[src/rtl/assert_macros.svh]
// ---------------------------------------------------------------------------
// Assertion macros
// Shared concurrent assertion helpers for the deframer RTL.
// ---------------------------------------------------------------------------
`ifndef ASSERT_MACROS_SVH
`define ASSERT_MACROS_SVH

`ifndef ASSERT_OFF

// Property must hold at every clock edge outside reset.
`define LPMD_ASSERT(label, clk, rst_n, prop, msg) \
    label: assert property (@(posedge clk) disable iff (!rst_n) prop) else $error(msg);

// Condition must never be seen at a clock edge outside reset.
`define LPMD_ASSERT_NEVER(label, clk, rst_n, cond, msg) \
    label: assert property (@(posedge clk) disable iff (!rst_n) !(cond)) else $error(msg);

`else

`define LPMD_ASSERT(label, clk, rst_n, prop, msg)
`define LPMD_ASSERT_NEVER(label, clk, rst_n, cond, msg)

`endif

`endif

[src/rtl/lpmd_pkg.sv]
// ---------------------------------------------------------------------------
// Deframer package
// Constants, operation codes and queue entry types of the deframer.
// ---------------------------------------------------------------------------
package lpmd_pkg;

    localparam logic [31:0] SYNC_WORD     = 32'h4D41_5852;
    localparam logic [31:0] MAX_LEN_RESET = 32'd65535;
    localparam logic [2:0]  HDR_LAST      = 3'd7;

    // Queue between parser and output stage
    localparam int unsigned Q_DEPTH = 2;
    localparam int unsigned Q_PTR_W = (Q_DEPTH > 1) ? $clog2(Q_DEPTH) : 1;
    localparam int unsigned Q_CNT_W = $clog2(Q_DEPTH + 1);

    // Classified operation codes
    localparam logic [1:0] OP_DATA      = 2'd0;
    localparam logic [1:0] OP_EMPTY     = 2'd1;
    localparam logic [1:0] OP_ERR_START = 2'd2;
    localparam logic [1:0] OP_ERR_LEN   = 2'd3;

    // frame_error codes
    localparam logic [1:0] ERR_NONE  = 2'd0;
    localparam logic [1:0] ERR_START = 2'd1;
    localparam logic [1:0] ERR_LEN   = 2'd2;

    typedef struct packed {
        logic [1:0] kind;
        logic [7:0] data;
        logic       last;
    } t_op;

    typedef struct packed {
        logic valid;
        t_op  op;
    } t_q_entry;

endpackage

[src/rtl/lpmd_byte_if.sv]
// ---------------------------------------------------------------------------
// Byte stream channel
// Valid/ready channel carrying one received byte per beat.
// ---------------------------------------------------------------------------
interface lpmd_byte_if;
    logic       valid;
    logic       ready;
    logic [7:0] rx_byte;

    modport source (output valid, output rx_byte, input ready);
    modport sink   (input valid, input rx_byte, output ready);
endinterface

[src/rtl/lpmd_cfg_if.sv]
// ---------------------------------------------------------------------------
// Configuration channel
// Valid/ready write channel for the maximum message length register.
// ---------------------------------------------------------------------------
interface lpmd_cfg_if;
    logic        valid;
    logic        ready;
    logic [31:0] max_message_length;

    modport source (output valid, output max_message_length, input ready);
    modport sink   (input valid, input max_message_length, output ready);
endinterface

[src/rtl/lpmd_msg_if.sv]
// ---------------------------------------------------------------------------
// Message result channel
// Valid/ready channel carrying one deframed result per beat.
// ---------------------------------------------------------------------------
interface lpmd_msg_if;
    logic       valid;
    logic       ready;
    logic [7:0] payload_byte;
    logic       last_of_message;
    logic       empty_message;
    logic [1:0] frame_error;

    modport source (output valid, output payload_byte, output last_of_message,
                    output empty_message, output frame_error, input ready);
    modport sink   (input valid, input payload_byte, input last_of_message,
                    input empty_message, input frame_error, output ready);
endinterface

[src/rtl/lpmd_front.sv]
// ---------------------------------------------------------------------------
// Deframer front end
// Accepts bytes, assembles the header, checks it and classifies each byte.
// ---------------------------------------------------------------------------
`include "assert_macros.svh"

module lpmd_front (
    input  logic                 i_clk,
    input  logic                 i_rst_n,
    lpmd_byte_if.sink            i_byte,
    lpmd_cfg_if.sink             i_cfg,
    input  logic                 i_q_full,
    output lpmd_pkg::t_q_entry   o_push
);

    localparam logic [1:0] PH_HEADER  = 2'd0;
    localparam logic [1:0] PH_PAYLOAD = 2'd1;
    localparam logic [1:0] PH_DEAD    = 2'd2;

    logic [1:0]  r_phase, n_phase;
    logic [2:0]  r_hdr_idx, n_hdr_idx;
    logic [31:0] r_start, n_start;
    logic [31:0] r_len, n_len;
    logic [31:0] r_remain, n_remain;
    logic [31:0] r_max;

    logic        accept;
    logic [31:0] hdr_len;

    assign i_byte.ready = !i_q_full;
    assign i_cfg.ready  = 1'b1;
    assign accept       = i_byte.valid && i_byte.ready;
    assign hdr_len      = {i_byte.rx_byte, r_len[31:8]};

    always_comb begin
        n_phase   = r_phase;
        n_hdr_idx = r_hdr_idx;
        n_start   = r_start;
        n_len     = r_len;
        n_remain  = r_remain;
        o_push    = '0;
        if (accept) begin
            unique case (r_phase)
                PH_PAYLOAD: begin
                    o_push.valid   = 1'b1;
                    o_push.op.kind = lpmd_pkg::OP_DATA;
                    o_push.op.data = i_byte.rx_byte;
                    o_push.op.last = (r_remain == 32'd1);
                    n_remain       = r_remain - 32'd1;
                    if (r_remain == 32'd1) begin
                        n_phase = PH_HEADER;
                    end
                end
                PH_HEADER: begin
                    // little-endian: each new byte enters at the top
                    if (!r_hdr_idx[2]) begin
                        n_start = {i_byte.rx_byte, r_start[31:8]};
                    end else begin
                        n_len = hdr_len;
                    end
                    if (r_hdr_idx != lpmd_pkg::HDR_LAST) begin
                        n_hdr_idx = r_hdr_idx + 3'd1;
                    end else begin
                        n_hdr_idx = 3'd0;
                        if (r_start != lpmd_pkg::SYNC_WORD) begin
                            o_push.valid   = 1'b1;
                            o_push.op.kind = lpmd_pkg::OP_ERR_START;
                            n_phase        = PH_DEAD;
                        end else if (hdr_len > r_max) begin
                            o_push.valid   = 1'b1;
                            o_push.op.kind = lpmd_pkg::OP_ERR_LEN;
                            n_phase        = PH_DEAD;
                        end else if (hdr_len == 32'd0) begin
                            o_push.valid   = 1'b1;
                            o_push.op.kind = lpmd_pkg::OP_EMPTY;
                            o_push.op.last = 1'b1;
                        end else begin
                            n_remain = hdr_len;
                            n_phase  = PH_PAYLOAD;
                        end
                    end
                end
                default: begin
                    // dead: drop the byte
                end
            endcase
        end
    end

    always_ff @(posedge i_clk) begin
        if (!i_rst_n) begin
            r_phase   <= PH_HEADER;
            r_hdr_idx <= 3'd0;
            r_remain  <= 32'd0;
            r_max     <= lpmd_pkg::MAX_LEN_RESET;
        end else begin
            r_phase   <= n_phase;
            r_hdr_idx <= n_hdr_idx;
            r_remain  <= n_remain;
            if (i_cfg.valid && i_cfg.ready) begin
                r_max <= i_cfg.max_message_length;
            end
        end
    end

    always_ff @(posedge i_clk) begin
        r_start <= n_start;
        r_len   <= n_len;
    end

    `LPMD_ASSERT_NEVER(a_dead_silent, i_clk, i_rst_n,
        (r_phase == PH_DEAD) && o_push.valid, "result from dead deframer")
    `LPMD_ASSERT(a_payload_count, i_clk, i_rst_n,
        (r_phase == PH_PAYLOAD) |-> (r_remain != 32'd0), "payload phase with nothing remaining")
    `LPMD_ASSERT(a_err_kills, i_clk, i_rst_n,
        (o_push.valid && ((o_push.op.kind == lpmd_pkg::OP_ERR_START) ||
        (o_push.op.kind == lpmd_pkg::OP_ERR_LEN))) |=> (r_phase == PH_DEAD),
        "error did not stop deframer")

endmodule

[src/rtl/lpmd_queue.sv]
// ---------------------------------------------------------------------------
// Deframer operation queue
// Short FIFO decoupling the parser from the output stage.
// ---------------------------------------------------------------------------
`include "assert_macros.svh"

module lpmd_queue (
    input  logic                 i_clk,
    input  logic                 i_rst_n,
    input  lpmd_pkg::t_q_entry   i_push,
    output logic                 o_full,
    output lpmd_pkg::t_q_entry   o_head,
    input  logic                 i_pop
);

    localparam logic [lpmd_pkg::Q_PTR_W-1:0] PTR_LAST =
        lpmd_pkg::Q_PTR_W'(lpmd_pkg::Q_DEPTH - 1);
    localparam logic [lpmd_pkg::Q_CNT_W-1:0] CNT_FULL =
        lpmd_pkg::Q_CNT_W'(lpmd_pkg::Q_DEPTH);

    lpmd_pkg::t_op                  r_mem [lpmd_pkg::Q_DEPTH];
    logic [lpmd_pkg::Q_PTR_W-1:0]   r_wr_ptr, r_rd_ptr;
    logic [lpmd_pkg::Q_CNT_W-1:0]   r_count;
    logic                           push, pop;

    assign o_full       = (r_count == CNT_FULL);
    assign push         = i_push.valid && !o_full;
    assign pop          = i_pop && (r_count != '0);
    assign o_head.valid = (r_count != '0);
    assign o_head.op    = r_mem[r_rd_ptr];

    always_ff @(posedge i_clk) begin
        if (!i_rst_n) begin
            r_wr_ptr <= '0;
            r_rd_ptr <= '0;
            r_count  <= '0;
        end else begin
            if (push) begin
                r_wr_ptr <= (r_wr_ptr == PTR_LAST) ? '0 : r_wr_ptr + 1'b1;
            end
            if (pop) begin
                r_rd_ptr <= (r_rd_ptr == PTR_LAST) ? '0 : r_rd_ptr + 1'b1;
            end
            if (push && !pop) begin
                r_count <= r_count + 1'b1;
            end else if (pop && !push) begin
                r_count <= r_count - 1'b1;
            end
        end
    end

    always_ff @(posedge i_clk) begin
        if (push) begin
            r_mem[r_wr_ptr] <= i_push.op;
        end
    end

    `LPMD_ASSERT(a_count_bound, i_clk, i_rst_n, r_count <= CNT_FULL, "queue count overflow")
    `LPMD_ASSERT_NEVER(a_push_lost, i_clk, i_rst_n, i_push.valid && o_full, "entry pushed into full queue")

endmodule

[src/rtl/lpmd_back.sv]
// ---------------------------------------------------------------------------
// Deframer back end
// Decodes queued operations into result fields and holds the output beat.
// ---------------------------------------------------------------------------
module lpmd_back (
    input  logic                 i_clk,
    input  logic                 i_rst_n,
    input  lpmd_pkg::t_q_entry   i_head,
    output logic                 o_pop,
    lpmd_msg_if.source           o_msg
);

    logic       r_valid;
    logic [7:0] r_payload, n_payload;
    logic       r_last, n_last;
    logic       r_empty, n_empty;
    logic [1:0] r_err, n_err;

    assign o_pop = i_head.valid && (!r_valid || o_msg.ready);

    always_comb begin
        n_payload = 8'd0;
        n_last    = 1'b0;
        n_empty   = 1'b0;
        n_err     = lpmd_pkg::ERR_NONE;
        unique case (i_head.op.kind)
            lpmd_pkg::OP_DATA: begin
                n_payload = i_head.op.data;
                n_last    = i_head.op.last;
            end
            lpmd_pkg::OP_EMPTY: begin
                n_last  = 1'b1;
                n_empty = 1'b1;
            end
            lpmd_pkg::OP_ERR_START: begin
                n_err = lpmd_pkg::ERR_START;
            end
            lpmd_pkg::OP_ERR_LEN: begin
                n_err = lpmd_pkg::ERR_LEN;
            end
            default: begin
            end
        endcase
    end

    always_ff @(posedge i_clk) begin
        if (!i_rst_n) begin
            r_valid <= 1'b0;
        end else if (o_pop) begin
            r_valid <= 1'b1;
        end else if (o_msg.ready) begin
            r_valid <= 1'b0;
        end
    end

    // hold the beat while the receiver stalls
    always_ff @(posedge i_clk) begin
        if (o_pop) begin
            r_payload <= n_payload;
            r_last    <= n_last;
            r_empty   <= n_empty;
            r_err     <= n_err;
        end
    end

    assign o_msg.valid           = r_valid;
    assign o_msg.payload_byte    = r_payload;
    assign o_msg.last_of_message = r_last;
    assign o_msg.empty_message   = r_empty;
    assign o_msg.frame_error     = r_err;

endmodule

[src/rtl/length_prefixed_message_deframer.sv]
// ---------------------------------------------------------------------------
// Length-prefixed message deframer
// Splits a byte stream into messages framed by a start word and a length.
// ---------------------------------------------------------------------------
//   i_byte  : one received byte per beat (valid/ready); each message is an
//             8-byte header (little-endian start word 0x4D415852, then
//             little-endian payload length) followed by the payload.
//   i_cfg   : write of max_message_length; take effect at the next header check.
//   o_msg   : one result per payload byte, one per empty message, one per
//             framing error; header bytes give no beat.
//   Throughput: one byte per cycle while the queue has space; header bytes
//   give no beat. A taken byte is written to the queue at the accepting edge;
//   the output register loads the head when empty or when its beat is taken.
//   A bad start word or an oversize length gives one error beat; all later
//   bytes are then dropped until reset. Reset: parser back to the first
//   header byte, queue and output empty, max_message_length back to 65535.
//   Receiver stall: the output beat holds, the two-entry queue fills, then
//   i_byte.ready drops until space frees.
// ---------------------------------------------------------------------------
module length_prefixed_message_deframer (
    input  logic        i_clk,
    input  logic        i_rst_n,
    lpmd_byte_if.sink   i_byte,
    lpmd_cfg_if.sink    i_cfg,
    lpmd_msg_if.source  o_msg
);

    lpmd_pkg::t_q_entry push;
    lpmd_pkg::t_q_entry head;
    logic               q_full;
    logic               pop;

    lpmd_front u_front (
        .i_clk    (i_clk),
        .i_rst_n  (i_rst_n),
        .i_byte   (i_byte),
        .i_cfg    (i_cfg),
        .i_q_full (q_full),
        .o_push   (push)
    );

    lpmd_queue u_queue (
        .i_clk   (i_clk),
        .i_rst_n (i_rst_n),
        .i_push  (push),
        .o_full  (q_full),
        .o_head  (head),
        .i_pop   (pop)
    );

    lpmd_back u_back (
        .i_clk   (i_clk),
        .i_rst_n (i_rst_n),
        .i_head  (head),
        .o_pop   (pop),
        .o_msg   (o_msg)
    );

endmodule
[src/flat_wrapper.sv]
// flat-port wrapper written by rule: the top's interface ports become plain ports
module length_prefixed_message_deframer_flat 
  (i_clk, i_rst_n, i_byte_valid, i_byte_rx_byte, i_byte_ready, i_cfg_valid, i_cfg_max_message_length, i_cfg_ready, o_msg_valid, o_msg_payload_byte, o_msg_last_of_message, o_msg_empty_message, o_msg_frame_error, o_msg_ready);
  lpmd_byte_if i_byte_i ();
  lpmd_cfg_if i_cfg_i ();
  lpmd_msg_if o_msg_i ();
  input  logic i_clk;
  input  logic i_rst_n;
  input wire logic [$bits(i_byte_i.valid)-1:0] i_byte_valid;
  input wire logic [$bits(i_byte_i.rx_byte)-1:0] i_byte_rx_byte;
  output wire logic [$bits(i_byte_i.ready)-1:0] i_byte_ready;
  input wire logic [$bits(i_cfg_i.valid)-1:0] i_cfg_valid;
  input wire logic [$bits(i_cfg_i.max_message_length)-1:0] i_cfg_max_message_length;
  output wire logic [$bits(i_cfg_i.ready)-1:0] i_cfg_ready;
  output wire logic [$bits(o_msg_i.valid)-1:0] o_msg_valid;
  output wire logic [$bits(o_msg_i.payload_byte)-1:0] o_msg_payload_byte;
  output wire logic [$bits(o_msg_i.last_of_message)-1:0] o_msg_last_of_message;
  output wire logic [$bits(o_msg_i.empty_message)-1:0] o_msg_empty_message;
  output wire logic [$bits(o_msg_i.frame_error)-1:0] o_msg_frame_error;
  input wire logic [$bits(o_msg_i.ready)-1:0] o_msg_ready;
  assign i_byte_i.valid = i_byte_valid;
  assign i_byte_i.rx_byte = i_byte_rx_byte;
  assign i_byte_ready = i_byte_i.ready;
  assign i_cfg_i.valid = i_cfg_valid;
  assign i_cfg_i.max_message_length = i_cfg_max_message_length;
  assign i_cfg_ready = i_cfg_i.ready;
  assign o_msg_valid = o_msg_i.valid;
  assign o_msg_payload_byte = o_msg_i.payload_byte;
  assign o_msg_last_of_message = o_msg_i.last_of_message;
  assign o_msg_empty_message = o_msg_i.empty_message;
  assign o_msg_frame_error = o_msg_i.frame_error;
  assign o_msg_i.ready = o_msg_ready;
  length_prefixed_message_deframer u_core (.i_clk(i_clk), .i_rst_n(i_rst_n), .i_byte(i_byte_i), .i_cfg(i_cfg_i), .o_msg(o_msg_i));
endmodule
[config.mk]
export PLATFORM = sky130hd
export DESIGN_NAME = length_prefixed_message_deframer_flat
export DESIGN_NICKNAME = d
export VERILOG_FILES = /design/src/rtl/lpmd_pkg.sv /design/src/rtl/lpmd_byte_if.sv /design/src/rtl/lpmd_cfg_if.sv /design/src/rtl/lpmd_msg_if.sv /design/src/rtl/lpmd_front.sv /design/src/rtl/lpmd_queue.sv /design/src/rtl/lpmd_back.sv /design/src/rtl/length_prefixed_message_deframer.sv /design/src/flat_wrapper.sv
export VERILOG_INCLUDE_DIRS = /design/src /design/src/rtl
export SDC_FILE = /design/constraint.sdc
export NUM_CORES = 1
export LEC_CHECK = 0
export BUFFER_PORTS_ARGS = -buffer_cell sky130_fd_sc_hd__buf_2
export CAP_MARGIN = 15
export CORE_MARGIN = 4
export CORE_UTILIZATION = 25
export DETAILED_ROUTE_END_ITERATION = 8
export SLEW_MARGIN = 15
export SYNTH_ARGS = -nofsm -noshare
export SYNTH_HDL_FRONTEND = slang
export SYNTH_SLANG_ARGS = --single-unit
[constraint.sdc]
create_clock -name i_clk -period 2.8 [get_ports i_clk]
set_input_delay 0.56 -clock i_clk [delete_from_list [all_inputs] [get_ports i_clk]]
set_output_delay 0.56 -clock i_clk [all_outputs]
set_load 0.03 [all_outputs]
Yosys cells after proc, flatten, opt, wreduce, memory -nomap -nowiden
Memory sizes are Yosys's and may differ from the RTL's. A register that Yosys moved wholly into a read port is not among the register bits.
Index checks and enable logic that the tools add are counted.
{ "op_classes": {"n_eq_ne": 14, "order_cmp": 1, "mux": 37, "reduce_logical": 23, "addsub": 6, "n_bitwise": 1} }
{ "ops": {"columns": ["cell", "count"], "rows": [
  ["two-way mux 32 bit", 4],
  ["case mux 32 bit (2 select lines)", 1],
  ["equality test 32 x 1 -> 1 bit (second input constant)", 1],
  ["> comparator 32 bit", 1],
  ["zero test 32 bit", 1],
  ["!= test 32 x 31 -> 1 bit (second input constant)", 1],
  ["subtractor 32 x 1 -> 32 bit (second input constant)", 1],
  ["two-way mux 3 bit", 5],
  ["two-way mux 2 bit", 7],
  ["two-way mux 1 bit", 13],
  ["two-way mux 12 bit", 1],
  ["!= test 2 bit (second input constant)", 5],
  ["two-way mux 8 bit", 1],
  ["case mux 2 bit (2 select lines)", 2],
  ["nonzero test 2 bit", 4],
  ["equality test 2 bit (second input constant)", 3],
  ["logical AND 1 bit", 6],
  ["case mux 3 bit (2 select lines)", 1],
  ["AND reduction 3 bit", 2],
  ["AND reduction 6 bit", 1],
  ["AND reduction 5 bit", 1],
  ["equality test 2 x 1 -> 1 bit (second input constant)", 2],
  ["zero test 1 bit", 4],
  ["zero test 2 bit", 2],
  ["other kinds (10)", 12]
]} }
{ "totals": {"register_bits": 150, "output_inout_bits": 15, "wordCells": 97, "ram_bits": 22, "in_bits": 45, "n_memories": 1} }
{ "memory_table": {"columns": ["memory", "words", "width", "read_ports", "rd_clocked_by_memory_dff", "write_ports", "line", "rtl"], "rows": [
  ["u_core.u_queue.r_mem", 2, 11, 1, 1, 1, "lpmd_queue.sv:21", "lpmd_pkg::t_op r_mem [lpmd_pkg::Q_DEPTH];"]
]} }

Logic depth before layout (Yosys ltp)
Gate-level depths: netlist of run 1.
{ "depth": {"word_depth": 12, "mapped_depth": 12, "ltp_nobuf": 12} }

Modules after synthesis
A second synthesis of run 1 with hierarchy kept.
{ "unflattened": {"hier_cells": 684, "hier_area_um2": 7597.3} }
{ "by_module_without_submodules": {"columns": ["module", "cells_per_inst", "instances", "seq_area_each_um2", "area_per_inst_um2"], "rows": [
  ["lpmd_front", 595, 1, 3062.9, 6077.1],
  ["lpmd_queue", 59, 1, 760.7, 1026.0],
  ["lpmd_back", 30, 1, 380.4, 494.2]
]} }

Worst setup path after synthesis of run 1
Ideal clock, no wire load.
{ "synth_timing": {"path_kind": "input-to-reg", "startpoint": "input i_byte_rx_byte[1]", "endpoint": "register u_core.u_queue.r_count[1] (netlist bit)", "required_ps": 2727, "arrival_time_ps": 2944, "stages": 10, "path_buffers": 0, "setup_slack_ps": -217, "cell_sequence": "ha_1 > a21o_1 > nand3_1 > a21oi_1 > o41a_4 > o41ai_2 > inv_1 > ha_1 > or3_1 > a21oi_1"} }
{ "synth_between": {"elab_chain_len": 11} }
{ "synth_lines": {"columns": ["element", "line", "rtl"], "rows": [
  ["start: declaration", "flat_wrapper.sv:10", "input wire logic [$bits(i_byte_i.rx_byte)-1:0] i_byte_rx_byte;"],
  ["branches (longest 2 deep; another with > comparator 32 bit)", null, null],
  ["two-way mux 3 bit *", "lpmd_front.sv:69", "end else if (hdr_len > r_max) begin"],
  ["two-way mux 3 bit *", "lpmd_front.sv:65", "if (r_start != lpmd_pkg::SYNC_WORD) begin"],
  ["two-way mux 3 bit *", "lpmd_front.sv:61", "if (r_hdr_idx != lpmd_pkg::HDR_LAST) begin"],
  ["case mux 3 bit (2 select lines) *", "lpmd_front.sv:43", "unique case (r_phase)"],
  ["two-way mux 12 bit *", "lpmd_front.sv:42", "if (accept) begin"],
  ["logical AND 1 bit *", "lpmd_queue.sv:27", "assign push = i_push.valid && !o_full;"],
  ["net u_core.u_queue.push", "lpmd_queue.sv:24", "logic push, pop;"],
  ["zero test 1 bit", "lpmd_queue.sv:46", "end else if (pop && !push) begin"],
  ["logical AND 1 bit", "lpmd_queue.sv:46", null],
  ["nonzero test 2 bit (no line)", null, null],
  ["end signal: assignment", "lpmd_queue.sv:45", "r_count <= r_count + 1'b1;"],
  ["end signal: assignment", "lpmd_queue.sv:47", "r_count <= r_count - 1'b1;"],
  ["end: declaration", "lpmd_queue.sv:23", "logic [lpmd_pkg::Q_CNT_W-1:0] r_count;"]
]} }
Mark *: on every way through the listed nets, which the timed path passes.
A chain may end at the register's enable or synchronous reset.

Worst setup path in the final report of run 1
{ "layout_timing": {"startpoint": "register u_core.u_front.r_len[18]", "endpoint": "register u_core.u_front.r_remain[13]"} }
{ "layout_between": {"elab_chain_len": 3} }
{ "layout_lines": {"columns": ["element", "line", "rtl"], "rows": [
  ["start: declaration", "lpmd_front.sv:23", "logic [31:0] r_len, n_len;"],
  ["start signal: assignment", "lpmd_front.sv:108", "r_len <= n_len;"],
  ["> comparator 32 bit or zero test 32 bit (tied branches)", "lpmd_front.sv:69, lpmd_front.sv:73", null],
  ["!= test 2 bit (no line)", null, null],
  ["AND reduction 6 bit (no line) *", null, null],
  ["end signal: assignment", "lpmd_front.sv:99", "r_remain <= n_remain;"],
  ["end: declaration", "lpmd_front.sv:24", "logic [31:0] r_remain, n_remain;"]
]} }
Mark *: on every way between the ends. The rest lies on a longest branch, timed or not.

==> results of run 1 <==
worst reg2reg max path, stage by stage (launching register included):
cell and delay, ps:
edfxtp_1 470, ha_4 310, nand4_1 130, nor4_2 320, buf_4 200, nand2_2 60
o41a_4 140, buf_6 150, or3_4 380, a211oi_4 240, buf_12 210, a32o_1 180
area by class of cell:
type                       count  area, µm²
clock buffer                  18      429.2
clock inverter                14      185.2
fill                        3118      20660
inverter                      40      150.1
multi-input combinational    487       3463
sequential                   165       4204
tap                          396      495.5
timing repair buffer         150       1085
state kept, by name (all words and copies together) (netlist names), named ones only:
name and cells:
u_core.u_queue.r_wr_ptr 1, u_core.u_back.o_msg.payload_byte 8, u_core.u_back.o_msg.frame_error 2, u_core.u_front.r_start 32, u_core.u_front.r_phase 2, u_core.u_queue.r_mem 22, u_core.u_front.r_hdr_idx 3, u_core.u_front.r_len 24
u_core.u_queue.r_rd_ptr 1, u_core.u_back.o_msg.last_of_message 1, u_core.u_back.o_msg.empty_message 1, u_core.u_queue.r_count 2, u_core.u_front.r_max 32, u_core.u_back.o_msg.valid 1, u_core.u_front.r_remain 32
cell usage in the layout (no fill, tap or decap), drive strengths merged, types with 8 or more instances in the layout:
master	instances
and2	13
clkbuf	20
edfxtp	90
a21oi	31
a31oi	11
nor2b	12
nand4	15
inv	46
nor3	8
a21o	16
dfxtp	75
buf	148
o31ai	14
o41ai	11
nand3	20
mux2i	25
ha	37
nor2	43
o21ai	23
a32o	13
o211ai	17
nor4	16
nand2	90
power by group:
part / internal (W) / switching [W] / total [W]
combinational: 0.000394 / 0.000628 / 0.00102
clock: 0.00136 / 0.00108 / 0.00244
sequential: 0.00284 / 0.000109 / 0.00295
total: 0.00460 / 0.00182 / 0.00642
kinds of logic after synthesis:
family,Yosys count,synth area share [%]
multiplexers,25,3.214
other,1,0.04816
adder cells (fa/ha/maj),37,5.946
AO/OA/AOI/OAI,164,15.49
XOR/XNOR,4,0.4500
buffers and inverters,72,3.857
AND/OR/NAND/NOR,256,17.00
flip-flops,165,53.99
repair_timing:
action                                  in CTS  in global routing
hold buffers                                 0                  0
buffers inserted                             7                  5
cloned                                       0                  3
resized for setup                           14                 16
pin swaps                                   13                 10
endpoints found under the setup margin      39                 46
metrics by stage:
stage | hold slack [ps] | setup TNS (ps) | util [%] | cells | power, W
detailed placement | 428.2 | -10720 | 29.58 | 1223 | 0.003959
global placement | 425.1 | -8630 | 29.58 | 1223 | 0.003944
finish | 337.4 | -765.8 | 32.65 | 1270 | 0.006420
global route | 345.9 | -4129 | 32.65 | 1270 | 0.006686
floorplan | 417.6 | -458.6 | - | 724 | 0.003610
CTS | 327.0 | -628.4 | 32.07 | 1262 | 0.006438
routing by layer:
metal / vias to the layer above / GRT usage, % / routed length, µm / share of wire, %
met3: 29 / 2.388 / 878 / 4.2
met1: 2966 / 16.22 / 9487 / 46
met2: 144 / 19.09 / 9718 / 47
li1: 2984 / - / - / -
met4: 0 / 4.289 / 592 / 2.9
met5: - / 0 / 0 / 0
how the worst max path moves through the flow:
stage / cells after the start / slack (ps) / end
finish: 11 / -60 / u_core.u_front.r_remain[13]
floorplan: 10 / -50 / u_core.u_queue.r_count[1]
global placement: 11 / -270 / u_core.u_queue.r_count[1]
global route: 12 / -190 / u_core.u_queue.r_count[1]
detailed placement: 12 / -260 / u_core.u_queue.r_count[1]
CTS: 12 / -70 / u_core.u_queue.r_count[1]
==> results.toml, run 1 <==
[run_status]
outcome = "finished, violations left"
violations = "negative setup slack"

[placement]
gp_congestion = 0.8429
dp_slack_ps = -262.4
dp_hpwl_um = 14560
portBuffers = 58
placed_area_um2 = 9071

[die]
std_cell_rows = 64
io_pins = 60
dieHeight_um = 184.5
coreArea_um2 = 30670
die_x_um = 184.5
die_area_um2 = 34030
initial_utilization_pct = 25.39

[timing]
worst_clock_skew_ps = 18.01
fmaxAchievable_ghz = 0.3497
period_share_pct = 102.1
finalHoldViolations = 0
slew_headroom_pct = 52.89
rsz0062_at_grt = "yes"
setup_viol = 28
slew_violations = 0
fin_ws_ps = -59.49
worst_slew_pin_slew_ps = 705.9
period_minus_slack_ps = 2859

[yosys]
async_reset_ff_share_pct = 0
synth_ff_type = "edfxtp_1"
ys_seq_area_share_pct = 53.99
avgSynthCellArea_um2 = 10.75
netlist_top_cells_area = "edfxtp_1, dfxtp_1, ha_1, nand2_1, mux2i_1"
yosysTopAreaCellShare_pct = 34.71
yosysTopAreaCell = "edfxtp_1"
yosys-top-cells-count = "edfxtp_1, nand2_1, dfxtp_1"
synth_cell_types = 69
yosysWarnings = 0
synth_cells = 724
synth_seq_cells = 165
synth_area_um2 = 7786
syn-num-nets = 806
synth_edf_count = 90
yosysMostFrequentCell = "edfxtp_1"

[clock_tree]
cts_sinks = 165
numCtsBuffers = 17
cts.path.max_buffers = 2
cts.clk_slew.worst_paths_ps = 80
cts_tree = "built"
clock_latency_ps = 440
root_buffer = "clkbuf_16"
h-tree-depth = 4

[route]
wl_per_cell_um = 16.28
avgViaCountPerCell = 4.821
drcViolationCount = 0
ant_nets = 0
wl_um = 20680
drtIter0Drc = 448
dr.pass1.iters = 5
dr_total_vias = 6123

[setup_path]
r2r_cells = 11
ff2ff_setup_slack_ps = -60
rr_startpoint = "u_core.u_front.r_len[18]"
crit_required_ps = 3170
critical_path.max_stage_delay_ps = 470
r2r-end = "u_core.u_front.r_remain[13]"
critical_path_peak_fanout = 28
crit_slowest_cell = "edfxtp_1"
crit_type = "flip-flop to flip-flop"
crit_buf_inv = 3
cp-end-kind = "flip-flop"
crit_path_cell_trace = "ha_4, nand4_1, nor4_2, buf_4, nand2_2, o41a_4, buf_6, or3_4, a211oi_4, buf_12, a32o_1"
worstSetupStartpoint = "u_core.u_front.r_len[18]"
path_delay_family = "simple AND/OR/NAND/NOR gates"
cp-start-kind = "flip-flop"
worstPathArrival_ps = 3230

[pwr]
p_per_area_nw_per_um2 = 641.2
leakagePower_nw = 4.100
ir_drop_mv = 0.3068

[layout]
syn2layout_area_growth_pct = 28.59
fin_area_um2 = 10010
drive_above_1_share_pct = 25.51
n_antenna_cell = 0
fin_nets = 943

[hold_path]
min_to = "u_core.u_front.r_max[8]"
hold_path.class = "primary input to flip-flop"
min_path_cells = 3
hold_start = "i_cfg_max_message_length[8]"

[global_routing]
grt_pass1_wl_um = 32020
grt_pass1_vias = 5896
grt_max_degree = 61
antenna_found_initial = 0
grt-ovfl-total = 0
grt_usage_pct = 11.98

[job]
drv_cap = 0
No activity file was read; power rests on OpenSTA's default activity.
==> run 2, diff against run 1 <==
--- a/config.mk
+++ b/config.mk
@@ -9,7 +9,7 @@
 export BUFFER_PORTS_ARGS = -buffer_cell sky130_fd_sc_hd__buf_2
 export CAP_MARGIN = 15
 export CORE_MARGIN = 4
-export CORE_UTILIZATION = 25
+export CORE_UTILIZATION = 40
 export DETAILED_ROUTE_END_ITERATION = 8
 export SLEW_MARGIN = 15
 export SYNTH_ARGS = -nofsm -noshare
==> run 2 against run 1 <==
  * The run still ends with negative setup slack left
  * Total power is 2.0% lower
  * Via count grew 0.29%
  * Worst hold slack gained 2.5 ps
  * Critical path depth unchanged
  * Critical endpoint is now u_core.u_queue.r_count[1]
==> results.toml, run 2 (same netlist as run 1, synthesis figures left out) <==
[run_status]
outcome = "finished, violations left"
violations = "negative setup slack"

[global_routing]
grt-ovfl-total = 0
grt_pass1_wl_um = 32060
antenna_found_initial = 0
grt_max_degree = 61
grt_usage_pct = 18.66
grt_pass1_vias = 6159

[route]
avgViaCountPerCell = 5.464
ant_nets = 0
wl_um = 20230
wl_per_cell_um = 17.99
dr.pass1.iters = 5
drtIter0Drc = 424
drcViolationCount = 0
dr_total_vias = 6141

[setup_path]
critical_path_peak_fanout = 2
cp-end-kind = "flip-flop"
worstPathArrival_ps = 3240
cp-start-kind = "flip-flop"
crit_required_ps = 3160
crit_type = "flip-flop to flip-flop"

[placement]
portBuffers = 58
gp_congestion = 0.8561
dp_hpwl_um = 14550

[timing]
period_share_pct = 102.7
rsz0062_at_grt = "yes"
slew_violations = 0
worst_clock_skew_ps = 22.08
fmaxAchievable_ghz = 0.3477
timing.hold.ws_ps = 339.8
setup_viol = 31
period_minus_slack_ps = 2876
fin_ws_ps = -75.64
slew_headroom_pct = 53.02
worst_slew_pin_slew_ps = 703.7
finalHoldViolations = 0

[clock_tree]
cts.path.max_buffers = 2
root_buffer = "clkbuf_16"
cts.clk_slew.worst_paths_ps = 70
clock_latency_ps = 440
cts_tree = "built"
cts_sinks = 165
h-tree-depth = 4
numCtsBuffers = 17

[hold_path]
hold_path.class = "primary input to flip-flop"

[layout]
final_cell_mix = "edfxtp_1, nand2_1, buf_4"
fin_nets = 933
reg_top3 = "u_core.u_front.r_max (32), u_core.u_front.r_remain (32), u_core.u_front.r_start (32)"
drive_above_1_share_pct = 25.58
final_common_cell = "edfxtp_1"
fill_cells = 1705
n_antenna_cell = 0
syn2layout_area_growth_pct = 24.65

[pwr]
p_sw_w = 0.001790
leakagePower_nw = 4.023
p_seq_share_pct = 47.3
internal_power_w = 0.004499
p_per_area_nw_per_um2 = 648.0
power.share.combinational_pct = 15.7
clock_power_share_pct = 37.0
p_sw_share_pct = 28.46
ir_drop_mv = 0.4171
power.total_w = 0.006289

[die]
die_x_um = 147.5
dieHeight_um = 147.5
coreArea_um2 = 18960
die_area_um2 = 21760
initial_utilization_pct = 41.08
std_cell_rows = 50
io_pins = 60

[job]
drv_cap = 0
-- run 2: cell types whose count changed in the layout (fill, tap and decap cells not counted), moves of 2 or more --
cell,delta
buf_4,-5
dfxtp_1,-4
dfxtp_2,+4
buf_6,-3
inv_1,-3
inv_2,+3
buf_12,-2
inv_8,+2
nor2_1,+2
nor2_4,-2
-- run 2: power groups by stage --
stage	Clock (W)	Sequential (W)	Combinational, W
after detailed placement	0	0.00303	0.000916
after global placement	0	0.00302	0.000890
after CTS	0.00238	0.00298	0.000945
after global routing	0.00250	0.00300	0.00107
after floorplan	0	0.00312	0.000492
final	0.00233	0.00298	0.000984
-- run 2: layout make-up --
cell class	instances	area [µm²]	area share, %
flip-flops and latches	165	4209	43.37
multi-input cells	487	3458	35.63
repair buffers	140	973.4	10.03
clock buffers	18	429.2	4.422
well taps	260	325.3	3.352
clock inverters	14	160.2	1.650
inverters	40	150.1	1.547
-- run 2: through the flow --
step	std cells	util, %	setup TNS [ps]	cell area, µm²	worst slack, ps
after floorplan	724	-	-458.6	7800	-52.42
after global placement	1076	46.39	-7555	8793	-303.9
after CTS	1115	50.27	-129.4	9529	-46.19
final	1124	51.20	-918.2	9706	-75.64
after global routing	1124	51.20	-3466	9706	-158.2
after detailed placement	1076	46.39	-11910	8793	-357.5
-- run 2: what timing repair did --
action / 4_1_cts / 5_1_grt
pin swaps: 14 / 11
endpoints found under the setup margin: 43 / 37
resized for setup: 19 / 14
hold buffers: 0 / 0
gates cloned: 0 / 2
buffers inserted: 7 / 7
-- run 2: critical path, cell delays in order, from the launching register on --
cell and delay, ps:
edfxtp_1 440, ha_4 240, a41o_1 240, a21oi_2 130, nor4_1 70, o41a_4 490
o41ai_4 330, inv_2 100, ha_4 180, xor2_2 140, or3_1 310, a21oi_1 120
-- run 2: worst paths after layout --
check	from	to	slack [ps]	cells after the start
setup / recovery	u_core.u_front.r_len[27]	u_core.u_queue.r_count[1]	-80	11
hold / removal	i_cfg_max_message_length[0]	u_core.u_front.r_max[0]	340	3
setup reg to reg	u_core.u_front.r_len[27]	u_core.u_queue.r_count[1]	-80	11
hold reg to reg	u_core.u_front.r_start[26]	u_core.u_front.r_start[18]	440	0
-- run 2: layer usage --
layer	part of all wire, %	vias to the layer above	global-route usage (%)
met2	51	173	32.60
li1	-	2963	-
met3	4.2	33	3.924
met4	2.6	0	7.409
met5	0	-	0
met1	42	2972	22.50
==> run 3, diff against run 2 <==
--- a/config.mk
+++ b/config.mk
@@ -11,6 +11,8 @@
 export CORE_MARGIN = 4
 export CORE_UTILIZATION = 40
 export DETAILED_ROUTE_END_ITERATION = 8
+export RECOVER_POWER = 100
+export REMOVE_ABC_BUFFERS = 1
 export SLEW_MARGIN = 15
 export SYNTH_ARGS = -nofsm -noshare
 export SYNTH_HDL_FRONTEND = slang
==> run 3 against run 2 <==
  * The flow still finishes with violations (negative setup slack)
  * Clock skew shrank 14 ps
  * Non-clock buffer count grew 3
  * Utilization shrank 0.27 points
  * Clock power shrank 2%
  * Worst hold slack gained 2.5 ps
  * Global-route usage grew 0.56 points
==> results.toml, run 3 (same netlist as run 1, synthesis figures left out) <==
[run_status]
outcome = "finished, violations left"
violations = "negative setup slack"

[timing]
timing.hold.ws_ps = 342.3
period_minus_slack_ps = 2869
finalHoldViolations = 0
worst_slew_pin_slew_ps = 759.7
worst_clock_skew_ps = 7.957
slew_violations = 0
rsz0062_at_grt = "yes"
setup_viol = 29
period_share_pct = 102.5
fin_ws_ps = -68.66
slew_headroom_pct = 49.30
fmaxAchievable_ghz = 0.3486

[setup_path]
r2r-end = "u_core.u_front.r_remain[25]"
crit_path_cell_trace = "ha_4, a41o_1, a21oi_2, buf_4, nor4_2, o41a_4, buf_6, or3_4, a211oi_4, buf_6, clkbuf_16, o2bb2ai_4"
worstSetupStartpoint = "u_core.u_front.r_len[27]"
cp-start-kind = "flip-flop"
crit_path_end = "u_core.u_front.r_remain[25]"
worstPathArrival_ps = 3230
critical_path.max_stage_delay_ps = 450
cp-end-kind = "flip-flop"
r2r_cells = 12
critical_path_peak_fanout = 7
ff2ff_setup_slack_ps = -70
crit_slowest_cell = "edfxtp_1"
crit_required_ps = 3170
cp_common_cell = "buf_6"
crit_type = "flip-flop to flip-flop"
rr_startpoint = "u_core.u_front.r_len[27]"

[layout]
fin_area_um2 = 9654
n_antenna_cell = 0
fin_nets = 936
final_cell_mix = "edfxtp_1, nand2_1, dfxtp_1"
syn2layout_area_growth_pct = 23.99
final_common_cell = "edfxtp_1"
reg_top3 = "u_core.u_front.r_max (32), u_core.u_front.r_remain (32), u_core.u_front.r_start (32)"
drive_above_1_share_pct = 22.15
instances_no_fill = 1127

[die]
coreArea_um2 = 18960
std_cell_rows = 50
initial_utilization_pct = 41.08
die_area_um2 = 21760
dieHeight_um = 147.5
die_x_um = 147.5
io_pins = 60

[route]
ant_nets = 0
dr_total_vias = 6193
drtIter0Drc = 450
dr.pass1.iters = 5
drcViolationCount = 0
wl_per_cell_um = 18.67
wl_um = 21040
avgViaCountPerCell = 5.495

[global_routing]
antenna_found_initial = 0
grt_usage_pct = 19.22
grt_pass1_vias = 6308
grt-ovfl-total = 0
grt_max_degree = 38
grt_pass1_wl_um = 32860

[hold_path]
hold_path.class = "primary input to flip-flop"
hold_start = "i_cfg_max_message_length[6]"

[job]
drv_cap = 0

[pwr]
leakagePower_nw = 3.940
p_per_area_nw_per_um2 = 646.3
power.total_w = 0.006240
ir_drop_mv = 0.4894

[placement]
dp_slack_ps = -368.0
dp_hpwl_um = 14560
portBuffers = 58
placed_area_um2 = 8835
placed_cells = 1083
gp_congestion = 0.8383

[clock_tree]
h-tree-depth = 4
cts.clk_slew.worst_paths_ps = 70
cts.path.max_buffers = 2
cts_tree = "built"
numCtsBuffers = 17
postCtsHoldBufs = 0
clock_latency_ps = 440
root_buffer = "clkbuf_16"
cts_sinks = 165
-- run 3: cell types whose count changed in the layout (fill, tap and decap cells not counted), moves of 3 or more --
| cell | change |
|---|---|
| inv_1 | +4 |
| buf_4 | -23 |
| buf_2 | -8 |
| clkbuf_1 | +30 |
| dfxtp_2 | -3 |
| inv_6 | +4 |
| dfxtp_1 | +3 |
| inv_8 | -5 |
| inv_2 | -4 |
-- run 3: metal layers --
metal	global-route usage (%)	vias to the layer above	share of wire (%)	wire [µm]
li1	-	2975	-	-
met1	23.37	3009	42	8928
met2	33.68	167	50	10560
met3	3.679	42	4.6	961
met4	7.502	0	2.8	596
met5	0	-	0	0
-- run 3: layout make-up --
class / instances / area (µm²)
fill: 1701 / 9301
sequential: 165 / 4205
multi-input combinational: 487 / 3488
timing repair buffer: 143 / 922.1
clock buffer: 20 / 446.7
tap: 260 / 325.3
inverter: 40 / 150.1
clock inverter: 12 / 116.4
-- run 3: worst max-delay path: cells and delay by family, from the launching register on --
kind	cells	cell delay [ps]
AO/OA/AOI/OAI	5	1040
flip-flops	1	450
adder cells (fa/ha/maj)	1	250
buffers and inverters	4	620
AND/OR/NAND/NOR	2	420
-- run 3: power by group --
part / internal (W) / switching (W)
clock: 0.00126 / 0.00101
sequential: 0.00285 / 0.000140
combinational: 0.000368 / 0.000608
total: 0.00448 / 0.00176
-- run 3: timing repair --
| item | CTS | global route |
|---|---|---|
| pin swaps | 13 | 13 |
| gates resized for setup | 12 | 19 |
| endpoints found under the hold margin | 0 | 0 |
| gates cloned | 0 | 3 |
| setup endpoints to repair | 32 | 59 |
| buffers inserted | 3 | 6 |
-- run 3: metrics by stage --
step	util, %	setup TNS (ps)
finish	50.93	-1015
global route	50.93	-2828
CTS	50.23	-64.67
detailed placement	46.61	-11110
global placement	46.61	-8216
floorplan	-	-64650
-- run 3: worst min-delay path by stage --
stage / end / slack, ps / cells past startpoint
4_1_cts: u_core.u_front.r_max[6] / 330 / 3
5_1_grt: u_core.u_front.r_max[0] / 350 / 3
3_5_place_dp: u_core.u_front.r_start[18] / 430 / 0
2_1_floorplan: u_core.u_front.r_start[14] / 420 / 0
3_3_place_gp: u_core.u_front.r_start[22] / 420 / 0
6_report: u_core.u_front.r_max[6] / 340 / 3
